===== config.mk =====
export PLATFORM = sky130hd
export DESIGN_NAME = circle_row_span_generator
export DESIGN_NICKNAME = d
export VERILOG_FILES = /design/src/rtl/crsg_pkg.sv /design/src/rtl/crsg_ctrl.sv /design/src/rtl/crsg_dpath.sv /design/src/rtl/circle_row_span_generator.sv
export SDC_FILE = /design/constraint.sdc
export NUM_CORES = 1
export LEC_CHECK = 0
export BUFFER_PORTS_ARGS = -buffer_cell sky130_fd_sc_hd__buf_2
export CAP_MARGIN = 10
export CORE_MARGIN = 1
export CORE_UTILIZATION = 45
export DETAILED_ROUTE_END_ITERATION = 10
export GPL_TIMING_DRIVEN = 0
export SYNTH_ARGS = -nofsm -noshare
export SYNTH_HDL_FRONTEND = slang
export SYNTH_SLANG_ARGS = --single-unit

===== constraint.sdc =====
create_clock -name clk -period 18.1 [get_ports clk]
set_clock_uncertainty 0.1 [all_clocks]
set_input_delay 3.62 -clock clk [delete_from_list [all_inputs] [get_ports clk]]
set_output_delay 3.62 -clock clk [all_outputs]
set_load 0.005 [all_outputs]

===== src/rtl/crsg_pkg.sv =====
`default_nettype none

package crsg_pkg;

	localparam int RADIUS_W   = 10;
	localparam int RADIUS_MAX = 1007;
	localparam int XOUT_W     = 6;
	localparam int YOUT_W     = 6;
	localparam int XOUT_MAX   = (1 << XOUT_W) - 1;
	// squared terms: (2*1007-1)^2 and 4*1007^2 both fit in 22 bits
	localparam int SQ_W       = 22;

	typedef enum logic [2:0] {
		ST_IDLE,
		ST_LOAD,
		ST_SQUARE,
		ST_STEP,
		ST_FLUSH
	} crsg_state_t;

	typedef struct packed {
		logic load_radius;
		logic init;
		logic square;
		logic step_col;
		logic advance_row;
		logic emit;
		logic emit_last;
		logic capture;
	} crsg_cmd_t;

	typedef struct packed {
		logic col_step;
		logic term;
		logic at_limit;
		logic out_free;
	} crsg_status_t;

	function automatic logic [XOUT_W-1:0] sat_x(input logic [RADIUS_W-1:0] x);
		logic [XOUT_W-1:0] r;
		if (x > RADIUS_W'(XOUT_MAX)) begin
			r = XOUT_W'(XOUT_MAX);
		end else begin
			r = x[XOUT_W-1:0];
		end
		return r;
	endfunction

endpackage

`default_nettype wire


===== src/rtl/crsg_ctrl.sv =====
`default_nettype none

module crsg_ctrl (
	input  wire logic                  clk,
	input  wire logic                  arst_n,
	input  wire logic                  in_valid,
	output logic                       in_ready,
	input  wire crsg_pkg::crsg_status_t st,
	output crsg_pkg::crsg_cmd_t        cmd
);
	import crsg_pkg::*;

	crsg_state_t state_q;
	crsg_state_t state_nxt;

	always_ff @(posedge clk or negedge arst_n) begin
		if (!arst_n) begin
			state_q <= ST_IDLE;
		end else begin
			state_q <= state_nxt;
		end
	end

	always_comb begin
		state_nxt = state_q;
		unique case (state_q)
			ST_IDLE: begin
				if (in_valid) state_nxt = ST_LOAD;
			end
			ST_LOAD:   state_nxt = ST_SQUARE;
			ST_SQUARE: state_nxt = ST_STEP;
			ST_STEP: begin
				if (!st.col_step && st.out_free) begin
					priority if (st.term)     state_nxt = ST_IDLE;
					else if (st.at_limit)     state_nxt = ST_FLUSH;
					else                      state_nxt = ST_STEP;
				end
			end
			ST_FLUSH: begin
				if (st.out_free) state_nxt = ST_IDLE;
			end
			default: state_nxt = ST_IDLE;
		endcase
	end

	always_comb begin
		cmd      = '0;
		in_ready = 1'b0;
		unique case (state_q)
			ST_IDLE: begin
				in_ready        = 1'b1;
				cmd.load_radius = in_valid;
			end
			ST_LOAD:   cmd.init = 1'b1;
			ST_SQUARE: cmd.square = 1'b1;
			ST_STEP: begin
				if (st.col_step) begin
					cmd.step_col = 1'b1;
				end else if (st.out_free) begin
					// finished row: ship the held row, keep the new one if the run goes on
					cmd.emit        = 1'b1;
					cmd.emit_last   = st.term;
					cmd.capture     = !st.term;
					cmd.advance_row = !st.term && !st.at_limit;
				end
			end
			ST_FLUSH: begin
				cmd.emit      = st.out_free;
				cmd.emit_last = 1'b1;
			end
			default: ;
		endcase
	end

endmodule

`default_nettype wire


===== src/rtl/crsg_dpath.sv =====
`default_nettype none

module crsg_dpath #(
	parameter int MAX_ROWS  = 64,
	parameter int FRAC_BITS = 4
) (
	input  wire logic                              clk,
	input  wire logic                              arst_n,
	input  wire logic [crsg_pkg::RADIUS_W-1:0]     radius_in,
	input  wire crsg_pkg::crsg_cmd_t               cmd,
	output crsg_pkg::crsg_status_t                 st,
	input  wire logic                              out_ready,
	output logic                                   out_valid,
	output logic [crsg_pkg::XOUT_W-1:0]            x_out,
	output logic [crsg_pkg::YOUT_W-1:0]            y_out,
	output logic                                   last_out
);
	import crsg_pkg::*;

	localparam int YW   = (MAX_ROWS > 2) ? $clog2(MAX_ROWS) : 1;
	localparam int DYW  = $clog2(2 * MAX_ROWS);
	localparam int DY2W = 2 * DYW;
	localparam int XW   = RADIUS_W;
	localparam int DXW  = RADIUS_W + 1;
	localparam int SW   = SQ_W + 1;
	localparam int TW   = (DYW + FRAC_BITS > RADIUS_W + 1) ?
	                      DYW + FRAC_BITS + 1 : RADIUS_W + 2;
	localparam int HALF = (1 << FRAC_BITS) >> 1;

	logic [RADIUS_W-1:0] r_q;
	logic [SQ_W-1:0]     a_q;     // 4*r^2 >> 2*FRAC_BITS
	logic [XW-1:0]       x_q;
	logic [DXW-1:0]      dx_q;
	logic [SQ_W-1:0]     dx2_q;
	logic [YW-1:0]       y_q;
	logic [DYW-1:0]      dy_q;
	logic [DY2W-1:0]     dy2_q;
	logic [XOUT_W-1:0]   px_q;
	logic [YW-1:0]       py_q;
	logic                out_valid_q;
	logic [XOUT_W-1:0]   xo_q;
	logic [YOUT_W-1:0]   yo_q;
	logic                lo_q;

	logic [RADIUS_W:0]   r_half;
	logic [XW-1:0]       x_init;
	logic [2*RADIUS_W-1:0] r_sq;
	logic [SQ_W-1:0]     four_r2;
	logic [SW-1:0]       s_sum;

	always_comb begin
		r_half  = {1'b0, r_q} + (RADIUS_W + 1)'(HALF);
		x_init  = XW'(r_half >> FRAC_BITS);
		r_sq    = r_q * r_q;
		four_r2 = {r_sq, 2'b00};
		s_sum   = SW'(dx2_q) + SW'(dy2_q);
	end

	always_comb begin
		st.col_step = (x_q != '0) && (SW'(a_q) < s_sum);
		st.term     = (x_q == '0) &&
		              ((TW'(r_q) << 1) < (TW'(dy_q) << FRAC_BITS));
		st.at_limit = (y_q == YW'(MAX_ROWS - 1));
		st.out_free = !out_valid_q || out_ready;
	end

	always_ff @(posedge clk) begin
		if (cmd.load_radius) begin
			r_q <= (radius_in > RADIUS_W'(RADIUS_MAX)) ? RADIUS_W'(RADIUS_MAX) : radius_in;
		end
		if (cmd.init) begin
			a_q   <= four_r2 >> (2 * FRAC_BITS);
			x_q   <= x_init;
			dx_q  <= {x_init, 1'b0} - DXW'(1);
			y_q   <= YW'(1);
			dy_q  <= DYW'(1);
			dy2_q <= DY2W'(1);
			px_q  <= sat_x(x_init);
			py_q  <= '0;
		end
		if (cmd.square) begin
			dx2_q <= dx_q * dx_q;
		end
		if (cmd.step_col) begin
			x_q   <= x_q - XW'(1);
			dx_q  <= dx_q - DXW'(2);
			dx2_q <= dx2_q - (SQ_W'(dx_q) << 2) + SQ_W'(4);
		end
		if (cmd.advance_row) begin
			y_q   <= y_q + YW'(1);
			dy_q  <= dy_q + DYW'(2);
			dy2_q <= dy2_q + (DY2W'(dy_q) << 2) + DY2W'(4);
		end
		if (cmd.emit) begin
			xo_q <= px_q;
			yo_q <= YOUT_W'(py_q);
			lo_q <= cmd.emit_last;
		end
		if (cmd.capture) begin
			px_q <= sat_x(x_q);
			py_q <= y_q;
		end
	end

	always_ff @(posedge clk or negedge arst_n) begin
		if (!arst_n) begin
			out_valid_q <= 1'b0;
		end else if (cmd.emit) begin
			out_valid_q <= 1'b1;
		end else if (out_ready) begin
			out_valid_q <= 1'b0;
		end
	end

	assign out_valid = out_valid_q;
	assign x_out     = xo_q;
	assign y_out     = yo_q;
	assign last_out  = lo_q;

endmodule

`default_nettype wire


===== src/rtl/circle_row_span_generator.sv =====
// Circle row span generator.
// Input channel (in_valid/in_ready): one beat carries radius_cells_q4, a radius
// in cells with FRAC_BITS fractional bits; values above 1007 saturate.
// Output channel (out_valid/out_ready): one beat per row, starting at row 0,
// with the half width of the footprint (x_half_width), the row distance
// (row_offset) and last_row set on the final row. At most MAX_ROWS rows.
// Sequence: setup (radius load, 4*R^2 and initial column, column square), then
// the sequencer steps the column down while it lies outside the circle and emits
// a row at each finished row, holding while the result register is full; at the
// row limit the last row goes out from a flush state.
// One circle runs at a time: in_ready is high only while no circle is active.
// The result register lets the generator run ahead by one row; while the
// receiver stalls with a row held, the sequencer waits at the next finished row.
// Reset clears the sequencer and the output valid; a circle in flight is lost.
`default_nettype none

module circle_row_span_generator #(
	parameter int MAX_ROWS  = 64,
	parameter int FRAC_BITS = 4
) (
	input  wire logic                           clk,
	input  wire logic                           arst_n,
	input  wire logic                           in_valid,
	output logic                                in_ready,
	input  wire logic [crsg_pkg::RADIUS_W-1:0]  radius_cells_q4,
	output logic                                out_valid,
	input  wire logic                           out_ready,
	output logic [crsg_pkg::XOUT_W-1:0]         x_half_width,
	output logic [crsg_pkg::YOUT_W-1:0]         row_offset,
	output logic                                last_row
);
	import crsg_pkg::*;

	crsg_cmd_t    cmd;
	crsg_status_t st;

	crsg_ctrl u_ctrl (
		.clk      (clk),
		.arst_n   (arst_n),
		.in_valid (in_valid),
		.in_ready (in_ready),
		.st       (st),
		.cmd      (cmd)
	);

	crsg_dpath #(
		.MAX_ROWS  (MAX_ROWS),
		.FRAC_BITS (FRAC_BITS)
	) u_dpath (
		.clk       (clk),
		.arst_n    (arst_n),
		.radius_in (radius_cells_q4),
		.cmd       (cmd),
		.st        (st),
		.out_ready (out_ready),
		.out_valid (out_valid),
		.x_out     (x_half_width),
		.y_out     (row_offset),
		.last_out  (last_row)
	);

`ifndef NO_ASSERTIONS
	// a taken radius starts a run, so no second beat right behind it
	a_busy_after_accept: assert property (@(posedge clk) disable iff (!arst_n)
		in_valid && in_ready |=> !in_ready)
		else $error("input taken twice in a row");

	// while a non-final row is waiting, the circle is still running
	a_busy_mid_circle: assert property (@(posedge clk) disable iff (!arst_n)
		out_valid && !last_row |-> !in_ready)
		else $error("idle with a non-final row pending");
`endif

endmodule

`default_nettype wire


==> results of run 1 <==
## layer usage
metal  vias to the layer above  global-route usage  wire, microns
li1                       4800                   -              -
met1                      4726              0.2812          13980
met2                       126              0.3577          14330
met3                        26             0.03084            982
met4                         0             0.04459            397
met5                         -                   0              0
## sequential cells by signal (all words and copies together) (netlist names)
register,cells
u_dpath.x_out,6
u_dpath.a_q,13
u_dpath.x_q,10
u_ctrl.state_q,3
u_dpath.py_q,6
u_dpath.y_q,6
u_dpath.r_q,10
u_dpath.dy2_q,11
u_dpath.y_out,6
u_dpath.px_q,6
u_dpath.last_out,1
u_dpath.dy_q,6
u_dpath.out_valid,1
u_dpath.dx_q,10
u_dpath.dx2_q,20
## final timing paths
check | start | to | slack (ns) | cells past startpoint
setup / recovery | u_dpath.dx_q[7] | u_dpath.dx2_q[19] | 11.38 | 20
hold / removal | u_dpath.py_q[1] | u_dpath.y_out[1] | 0.32 | 0
setup reg to reg | u_dpath.dx_q[7] | u_dpath.dx2_q[19] | 11.38 | 20
hold reg to reg | u_dpath.py_q[1] | u_dpath.y_out[1] | 0.32 | 0
max in group asynchronous | arst_n | u_ctrl.state_q[1] | 14.89 | 1
min in group asynchronous | arst_n | u_ctrl.state_q[0] | 2.88 | 1
## metrics by stage
step | std cells | cell area (sq um)
floorplan | 1409 | 13310
global placement | 1821 | 13930
detailed placement | 1821 | 13930
CTS | 1853 | 14510
global route | 1853 | 14510
finish | 1853 | 14510
## kinds of logic (layout without fill, tap and decap cells)
kind of cell / Yosys count / in the layout
buffers and inverters: 269 / 329
AO/OA/AOI/OAI: 204 / 204
AND/OR/NAND/NOR: 406 / 406
flip-flops: 115 / 115
XOR/XNOR: 104 / 104
multiplexers: 15 / 15
adder cells (fa/ha/maj): 296 / 296
## area by class of cell
| type | count | share of cell area |
|---|---|---|
| Multi-Input combinational cell | 1025 | 0.6092 |
| Sequential cell | 115 | 0.2366 |
| Inverter | 229 | 0.05924 |
| Tap cell | 384 | 0.03311 |
| Clock buffer | 17 | 0.02932 |
| Buffer | 40 | 0.01233 |
| Clock inverter | 15 | 0.01052 |
| Timing Repair Buffer | 28 | 0.009658 |
## synth_stat cells (5+ instances only)
cell type,n
fa_1,112
edfxtp_1,111
nand2b_1,12
and3_1,9
nor4_1,8
and2_1,34
mux2i_1,12
or3_1,7
xnor2_1,69
nor2_1,121
or2_2,12
o21a_1,11
a21o_1,20
clkinv_1,6
nand3_1,31
nor2b_1,12
clkbuf_1,29
o21ai_0,36
a31oi_1,8
inv_1,223
a211oi_1,9
buf_2,5
nor3_1,26
xor2_1,35
nand2_1,109
o31ai_1,6
a21oi_1,71
o21bai_1,10
ha_1,184
nand4_1,9
==> flow_metrics.py, run 1 <==
metrics = {
    "layout": {
        "final_util": 0.5014,
        "final_common_cell": "inv_1",
        "drive_above_1_share": 0.06263,
        "antenna_cells": 0,
        "final-seq-area_sq_um": 3433,
        "mostFrequentLayoutCells": "223 x inv_1, 184 x ha_1, 121 x nor2_1",
        "nets": 1766,
        "syn_to_final_growth_pct": 9.005,
        "multiInputGateArea_sq_um": 8838,
        "nFillCells": 2733,
    },
    "clocking": {
        "clk_path_buf_depth": 2,
        "numClockSinks": 115,
        "cts-root-buf": "clkbuf_16",
        "cts_tree": "done",
        "cts_resized": 0,
        "path_clk_slew_ns": 0.07,
        "cts_buffers": 17,
        "postCtsHoldBufs": 0,
        "h-tree-depth": 4,
        "clk_latency_ns": 0.43,
        "cts_setup_buffers": 0,
    },
    "sta": {
        "fmax_mhz": 148.7,
        "holdWs_ns": 0.3190,
        "finalSetupViolations": 0,
        "finalCritPeriodShare": 0.3715,
        "drv_slew": 0,
        "worst_slack_ns": 11.38,
        "fin_crit_ns": 6.724,
        "fin_tns_setup_ns": 0,
        "hold_violations": 0,
        "slew_headroom": 0.2024,
        "worst_pin_slew_ns": 1.187,
        "rsz0062_at_grt": "no",
    },
    "synth": {
        "synth_seq_cells": 115,
        "synthSimpleGateAreaFrac": 0.1451,
        "synth.area.mux_share": 0.01156,
        "synth-compound-area-share": 0.09748,
        "synth_area_leader_cell": "edfxtp_1",
        "syn_inst": 1409,
        "synth_top_family_by_area": "adder cells",
        "ys_top_cells_by_area": "edfxtp_1 25%, ha_1 17%, fa_1 17%",
        "synth-xor-area-share": 0.06843,
        "synth_nets": 1719,
        "syn-cell-area_sq_um": 13310,
        "yosys.cell_types.count": 63,
        "synth-edff-count": 111,
        "ys_seq_area_frac": 0.2579,
        "ys_warn_count": 0,
        "synthFlopType": "edfxtp_1",
        "synth-adder-area-share": 0.3414,
        "synth.avg_cell_area_sq_um": 9.447,
        "async_flop_share": 0.03478,
        "yosys.area.top_type_share": 0.2504,
    },
    "floorplan": {
        "rows": 62,
        "core_area_sq_um": 28940,
        "dieArea_sq_um": 30270,
        "die_y_microns": 174.0,
        "top_level_ports": 29,
        "fp.dieW_microns": 174.0,
        "initial_utilization": 0.4600,
    },
    "placed_design": {
        "port_buffers": 28,
        "dp_hpwl_microns": 23940,
        "place_congestion": 0.8228,
        "place_worst_setup_slack_ns": 11.36,
    },
    "routing": {
        "finalWirelength_microns": 29700,
        "wire_per_inst_microns": 16.03,
        "first_pass_iters": 5,
        "routed-via-count": 9678,
        "drc_errors": 0,
        "via_per_inst": 5.223,
        "drt_iter0_drc": 529,
        "ant_nets": 0,
    },
    "global_route": {
        "antenna_found_initial": 0,
        "grt_pass1_vias": 9909,
        "grtUsageTotal": 0.2095,
        "grt_max_degree": 24,
        "grt_pass1_wl_microns": 50290,
        "overflow": 0,
    },
    "critical_path": {
        "timing.critical_path.cells": "clkbuf_1 -> nand2_1 -> fa_1 -> inv_1 -> fa_1 -> inv_1 -> fa_1 -> inv_1 -> fa_1 -> inv_1 -> fa_1 -> inv_1 -> ha_1 -> or3_1 -> o311a_1 -> a311o_1 -> and3_1 -> or4_1 -> nand3_1 -> o21ai_1",
        "slowest_stage": "edfxtp_1",
        "arrival_ns": 6.81,
        "crit_family": "adder cells",
        "start_kind": "register",
        "cpPeakStageDelay_ns": 0.57,
        "path_buf_inv": 6,
        "criticalPathCategory": "reg2reg",
        "setup.worst_path.end_class": "register",
        "crit_required_ns": 18.18,
        "crit_fanout": 8,
    },
    "outcome": {
        "status": "complete, no violations",
    },
    "flow_run": {
        "maxCapViolations": 0,
    },
    "hold_path": {
        "hold_class": "reg2reg",
    },
}
Power of run 1 is left out: the tool's default activity adds up to more than one toggle a clock period on the data nets, which glitch-free logic cannot reach.
==> inputs of run 2 (changes only) <==
--- a/config.mk
+++ b/config.mk
@@ -5,6 +5,7 @@
 export SDC_FILE = /design/constraint.sdc
 export NUM_CORES = 1
 export LEC_CHECK = 0
+export ABC_AREA = 1
 export BUFFER_PORTS_ARGS = -buffer_cell sky130_fd_sc_hd__buf_2
 export CAP_MARGIN = 10
 export CORE_MARGIN = 1
==> constraint.sdc (replaced) <==
create_clock -name clk -period 5.6 [get_ports clk]
set_clock_uncertainty 0.1 [all_clocks]
set_input_delay 1.12 -clock clk [delete_from_list [all_inputs] [get_ports clk]]
set_output_delay 1.12 -clock clk [all_outputs]
set_load 0.005 [all_outputs]
==> run 2 against run 1 <==
  * Synthesized cell count increased by 22%
  * Sequential share of layout area decreased by 1.7 points
  * Die area increased by 5.2%
  * Critical endpoint unchanged
  * Via count increased by 15%
  * Sequential cell count unchanged
  * Cell count increased by 19%
  * Hold slack improved by 0.0051 ns
  * Count of clock-buffer cells in the layout unchanged
  * Non-clock buffer count increased by 21
  * Global-route usage increased by 1.5 points
  * Highest routed layer unchanged
==> flow_metrics.py, run 2 <==
metrics = {
    "floorplan": {
        "initial_utilization": 0.4582,
        "core_area_sq_um": 30590,
        "die_y_microns": 178.5,
        "top_level_ports": 29,
        "dieArea_sq_um": 31850,
        "fp.dieW_microns": 178.5,
        "rows": 64,
    },
    "synth": {
        "synth-edff-count": 111,
        "synth.area.mux_share": 0.001518,
        "yosys.area.top_type_share": 0.2378,
        "synth_common_cells": "400 x nand2_1, 359 x inv_1, 184 x ha_1, 112 x fa_1, 111 x edfxtp_1",
        "synthFlopType": "edfxtp_1",
        "async_flop_share": 0.03478,
        "synth_top_family_by_area": "adder cells",
        "synth_seq_cells": 115,
        "yosysMostFrequentCell": "nand2_1",
        "ys_warn_count": 0,
        "yosys.cell_types.count": 45,
        "synth_nets": 2030,
        "syn_inst": 1720,
        "syn-cell-area_sq_um": 14010,
        "synth-xor-area-share": 0.06937,
        "ys_seq_area_frac": 0.2450,
        "synth_area_leader_cell": "edfxtp_1",
        "synthSimpleGateAreaFrac": 0.1890,
        "ys_top_cells_by_area": "edfxtp_1 24%, ha_1 16%, fa_1 16%",
        "synth-adder-area-share": 0.3243,
        "synth.avg_cell_area_sq_um": 8.148,
        "synth-compound-area-share": 0.06017,
    },
    "layout": {
        "mostFrequentLayoutCells": "398 x nand2_1, 359 x inv_1, 181 x ha_1",
        "fin_cells": 2197,
        "largest_reg_flops": 20,
        "drive_above_1_share": 0.08662,
        "top_register": "u_dpath.dx2_q",
        "final_common_cell": "nand2_1",
        "nets": 2098,
        "nFillCells": 2927,
        "biggestRegsByFlops": "u_dpath.dx2_q x20, u_dpath.a_q x13, u_dpath.dy2_q x11",
        "antenna_cells": 0,
        "syn_to_final_growth_pct": 11.77,
    },
    "placed_design": {
        "dp_cells": 2147,
        "dp_hpwl_microns": 27800,
        "place_congestion": 0.8991,
        "place_worst_setup_slack_ns": -0.5533,
        "port_buffers": 28,
    },
    "critical_path": {
        "crit_fanout": 4,
        "arrival_ns": 5.56,
        "criticalPathCategory": "reg2reg",
        "start_kind": "register",
        "crit_required_ns": 5.76,
        "setup.worst_path.end_class": "register",
        "reg2reg_slack_ns": 0.20,
    },
    "routing": {
        "finalWirelength_microns": 34150,
        "ant_nets": 0,
        "drt_iter0_drc": 649,
        "drc_errors": 0,
        "via_per_inst": 5.059,
        "first_pass_iters": 5,
        "wire_per_inst_microns": 15.54,
        "routed-via-count": 11115,
    },
    "clocking": {
        "clk_path_buf_depth": 2,
        "cts_buffers": 17,
        "numClockSinks": 115,
        "clk_latency_ns": 0.42,
        "h-tree-depth": 4,
        "cts_tree": "done",
        "cts-root-buf": "clkbuf_16",
        "postCtsHoldBufs": 0,
        "path_clk_slew_ns": 0.06,
    },
    "sta": {
        "slew_headroom": 0.3179,
        "worst_slack_ns": 0.2000,
        "fmax_mhz": 185.2,
        "fin_crit_ns": 5.400,
        "fin_tns_setup_ns": 0,
        "finalSetupViolations": 0,
        "drv_slew": 0,
        "holdWs_ns": 0.3241,
        "finalCritPeriodShare": 0.9643,
        "hold_violations": 0,
        "worst_pin_slew_ns": 1.021,
    },
    "flow_run": {
        "maxCapViolations": 0,
    },
    "global_route": {
        "grt_pass1_vias": 10722,
        "grtUsageTotal": 0.2245,
        "grt_max_degree": 24,
        "grt_pass1_wl_microns": 55060,
        "antenna_found_initial": 0,
        "overflow": 0,
    },
    "outcome": {
        "status": "complete, no violations",
    },
    "hold_path": {
        "hold_class": "reg2reg",
    },
}
## run 2: repair_timing
| action | CTS | global route |
|---|---|---|
| gates resized for setup | 29 | 43 |
| pin swaps | 2 | 3 |
| setup buffers | 4 | 18 |
| endpoints found under the setup margin | 18 | 18 |
## run 2: cells by family after synthesis
family                   Yosys count
flip-flops                       115
multiplexers                       2
AND/OR/NAND/NOR                  639
buffers and inverters            402
AO/OA/AOI/OAI                    155
adder cells (fa/ha/maj)          296
XOR/XNOR                         111
## run 2: final cells by class
class	count	area, sq um	share of cell area
multi-input combinational	1203	9159	0.5847
sequential	115	3433	0.2192
inverter	362	1359	0.08675
tap	396	495.5	0.03163
clock buffer	17	425.4	0.02716
timing repair buffer	53	347.8	0.02221
buffer	36	239.0	0.01526
clock inverter	15	205.2	0.01310
## run 2: final timing paths
path / start / to / cells after the start
max: u_dpath.dx_q[4] / u_dpath.dx2_q[19] / 20
min: u_dpath.px_q[3] / u_dpath.x_out[3] / 0
max reg2reg: u_dpath.dx_q[4] / u_dpath.dx2_q[19] / 20
min reg2reg: u_dpath.px_q[3] / u_dpath.x_out[3] / 0
max in group asynchronous: arst_n / u_ctrl.state_q[1] / 1
min in group asynchronous: arst_n / u_dpath.out_valid / 1
## run 2: worst max-delay path, stage by stage, from the launching register on
cell      delay (ns)
edfxtp_1        0.45
buf_4           0.18
inv_1           0.27
fa_1            0.48
fa_1            0.51
inv_1           0.04
ha_1            0.31
fa_1            0.54
inv_1           0.05
fa_1            0.52
inv_1           0.04
ha_1            0.34
nand2_1         0.09
o21ai_0         0.47
nand3_1         0.13
nand2_1         0.14
nand2_1         0.06
nand2_1         0.07
xor2_1          0.24
nand2_1         0.12
o21ai_1         0.10
## run 2: through the flow
step | utilization | instance area [sq um]
3_5_place_dp | 0.4803 | 14690
5_1_grt | 0.5121 | 15660
6_report | 0.5121 | 15660
3_3_place_gp | 0.4789 | 14650
4_1_cts | 0.5043 | 15430
2_1_floorplan | - | 14010
## run 2: metal layers
layer  wire (microns)  up-vias  GRT usage
met3             1294       32    0.02195
met4              588        0    0.05403
met1            16790     5292     0.3222
met5                0        -          0
li1                 -     5556          -
met2            15470      235     0.3622
Power of run 2 is left out for the same reason.
==> inputs of run 3 (changes only) <==
--- a/config.mk
+++ b/config.mk
@@ -12,6 +12,7 @@
 export CORE_UTILIZATION = 45
 export DETAILED_ROUTE_END_ITERATION = 10
 export GPL_TIMING_DRIVEN = 0
+export PLACE_DENSITY = 0.7
 export SYNTH_ARGS = -nofsm -noshare
 export SYNTH_HDL_FRONTEND = slang
 export SYNTH_SLANG_ARGS = --single-unit
==> run 3 against run 2 <==
  * Routed wire length fell by 4.2%
  * Setup slack improved by 0.082 ns
  * Sequential share of layout area barely moved
  * Critical path type unchanged
  * Highest routed layer unchanged
==> flow_metrics.py, run 3 (synthesis results as in run 2) <==
metrics = {
    "global_route": {
        "grt_pass1_wl_microns": 53390,
        "grtUsageTotal": 0.2139,
        "grt_max_degree": 24,
        "antenna_found_initial": 0,
        "overflow": 0,
        "grt_pass1_vias": 11351,
    },
    "sta": {
        "hold_violations": 0,
        "finalCritPeriodShare": 0.9496,
        "holdWs_ns": 0.3160,
        "fmax_mhz": 188.0,
        "slew_headroom": 0.3179,
        "finalSetupViolations": 0,
        "fin_crit_ns": 5.318,
        "rsz0062_at_grt": "no",
        "drv_slew": 0,
        "worst_pin_slew_ns": 1.021,
    },
    "layout": {
        "drive_above_1_share": 0.09322,
        "final_common_cell": "nand2_1",
        "final_util": 0.5131,
        "antenna_cells": 0,
        "biggestRegsByFlops": "u_dpath.dx2_q x20, u_dpath.a_q x13, u_dpath.dy2_q x11",
        "top_register": "u_dpath.dx2_q",
        "syn_to_final_growth_pct": 12.00,
        "largest_reg_flops": 20,
        "mostFrequentLayoutCells": "398 x nand2_1, 359 x inv_1, 180 x ha_1",
        "nets": 2110,
        "fin_area_sq_um": 15700,
    },
    "floorplan": {
        "dieArea_sq_um": 31850,
        "initial_utilization": 0.4582,
        "rows": 64,
        "core_area_sq_um": 30590,
        "top_level_ports": 29,
        "die_y_microns": 178.5,
        "fp.dieW_microns": 178.5,
    },
    "critical_path": {
        "cp_num_cells": 18,
        "setup.worst_path.end_class": "register",
        "start_kind": "register",
        "path_buf_inv": 4,
        "crit_required_ns": 5.71,
        "endpoint": "u_dpath.a_q[13]",
        "reg2reg_slack_ns": 0.28,
        "rr_startpoint": "u_dpath.r_q[3]",
        "reg2reg_depth": 18,
        "worstReg2RegEnd": "u_dpath.a_q[13]",
        "crit_fanout": 9,
        "crit_family": "adder cells",
        "slowest_stage": "fa_1",
        "timing.critical_path.cells": "buf_2 -> nand2_1 -> inv_1 -> fa_1 -> fa_1 -> fa_1 -> fa_1 -> inv_1 -> fa_1 -> inv_1 -> ha_1 -> nand2_1 -> nor4_1 -> nand2_1 -> nand2_1 -> a21oi_2 -> o21bai_1 -> xor2_1",
        "arrival_ns": 5.43,
        "criticalPathCategory": "reg2reg",
        "startpoint": "u_dpath.r_q[3]",
        "cpMostUsedCell": "fa_1",
        "cpPeakStageDelay_ns": 0.55,
    },
    "routing": {
        "first_pass_iters": 5,
        "wire_per_inst_microns": 14.80,
        "routed-via-count": 11203,
        "ant_nets": 0,
        "top_layer": "met4",
        "drt_iter0_drc": 574,
        "finalWirelength_microns": 32700,
        "wl_met1_microns": 14220,
        "via_per_inst": 5.072,
        "met3RoutedLength_microns": 1268,
        "drc_errors": 0,
        "met2_length_microns": 16380,
    },
    "placed_design": {
        "place_area_sq_um": 14690,
        "dp_hpwl_microns": 26430,
        "place_congestion": 0.9244,
        "port_buffers": 28,
    },
    "clocking": {
        "clk_latency_ns": 0.43,
        "path_clk_slew_ns": 0.06,
        "cts_tree": "done",
        "numClockSinks": 115,
        "cts_buffers": 17,
        "cts-root-buf": "clkbuf_16",
        "postCtsHoldBufs": 0,
        "h-tree-depth": 4,
        "clk_path_buf_depth": 2,
    },
    "flow_run": {
        "maxCapViolations": 0,
    },
    "outcome": {
        "status": "complete, no violations",
    },
    "hold_path": {
        "hold_class": "reg2reg",
    },
}
-- run 3: cell type report --
class,count,area (sq um)
Timing Repair Buffer,65,419.2
Inverter,362,1359
Multi-Input combinational cell,1203,9153
Sequential cell,115,3433
Buffer,36,254.0
Tap cell,396,495.5
Clock inverter,14,153.9
Fill cell,2875,14890
Clock buffer,18,429.2
-- run 3: per-layer routing --
metal	up-vias	track usage
met5	-	0
met3	46	0.02238
met2	250	0.3844
met4	0	0.07451
met1	5334	0.2645
li1	5573	-
-- run 3: repair_timing --
item / CTS / global route
gates resized for setup: 23 / 55
pin swaps: 2 / 8
cloned: 0 / 1
setup endpoints to repair: 16 / 17
setup buffers: 2 / 31
-- run 3: stage by stage --
step           TNS, ns  instances  worst slack, ns
5_1_grt              0       2209         0.001685
3_3_place_gp    -2.334       2144          -0.3496
4_1_cts              0       2181         0.001276
3_5_place_dp    -3.079       2147          -0.3913
6_report             0       2209           0.2822
2_1_floorplan        0       1720           0.2602
-- run 3: how the worst min path moves through the flow --
stage / start / endpoint / slack, ns / cells after the start
2_1_floorplan: u_dpath.px_q[0] / u_dpath.x_out[0] / 0.30 / 0
3_3_place_gp: u_dpath.px_q[1] / u_dpath.x_out[1] / 0.30 / 0
3_5_place_dp: u_dpath.px_q[4] / u_dpath.x_out[4] / 0.31 / 0
4_1_cts: u_dpath.px_q[4] / u_dpath.x_out[4] / 0.31 / 0
5_1_grt: u_dpath.px_q[4] / u_dpath.x_out[4] / 0.33 / 0
6_report: u_dpath.px_q[4] / u_dpath.x_out[4] / 0.32 / 0
Power of run 3 is left out for the same reason.
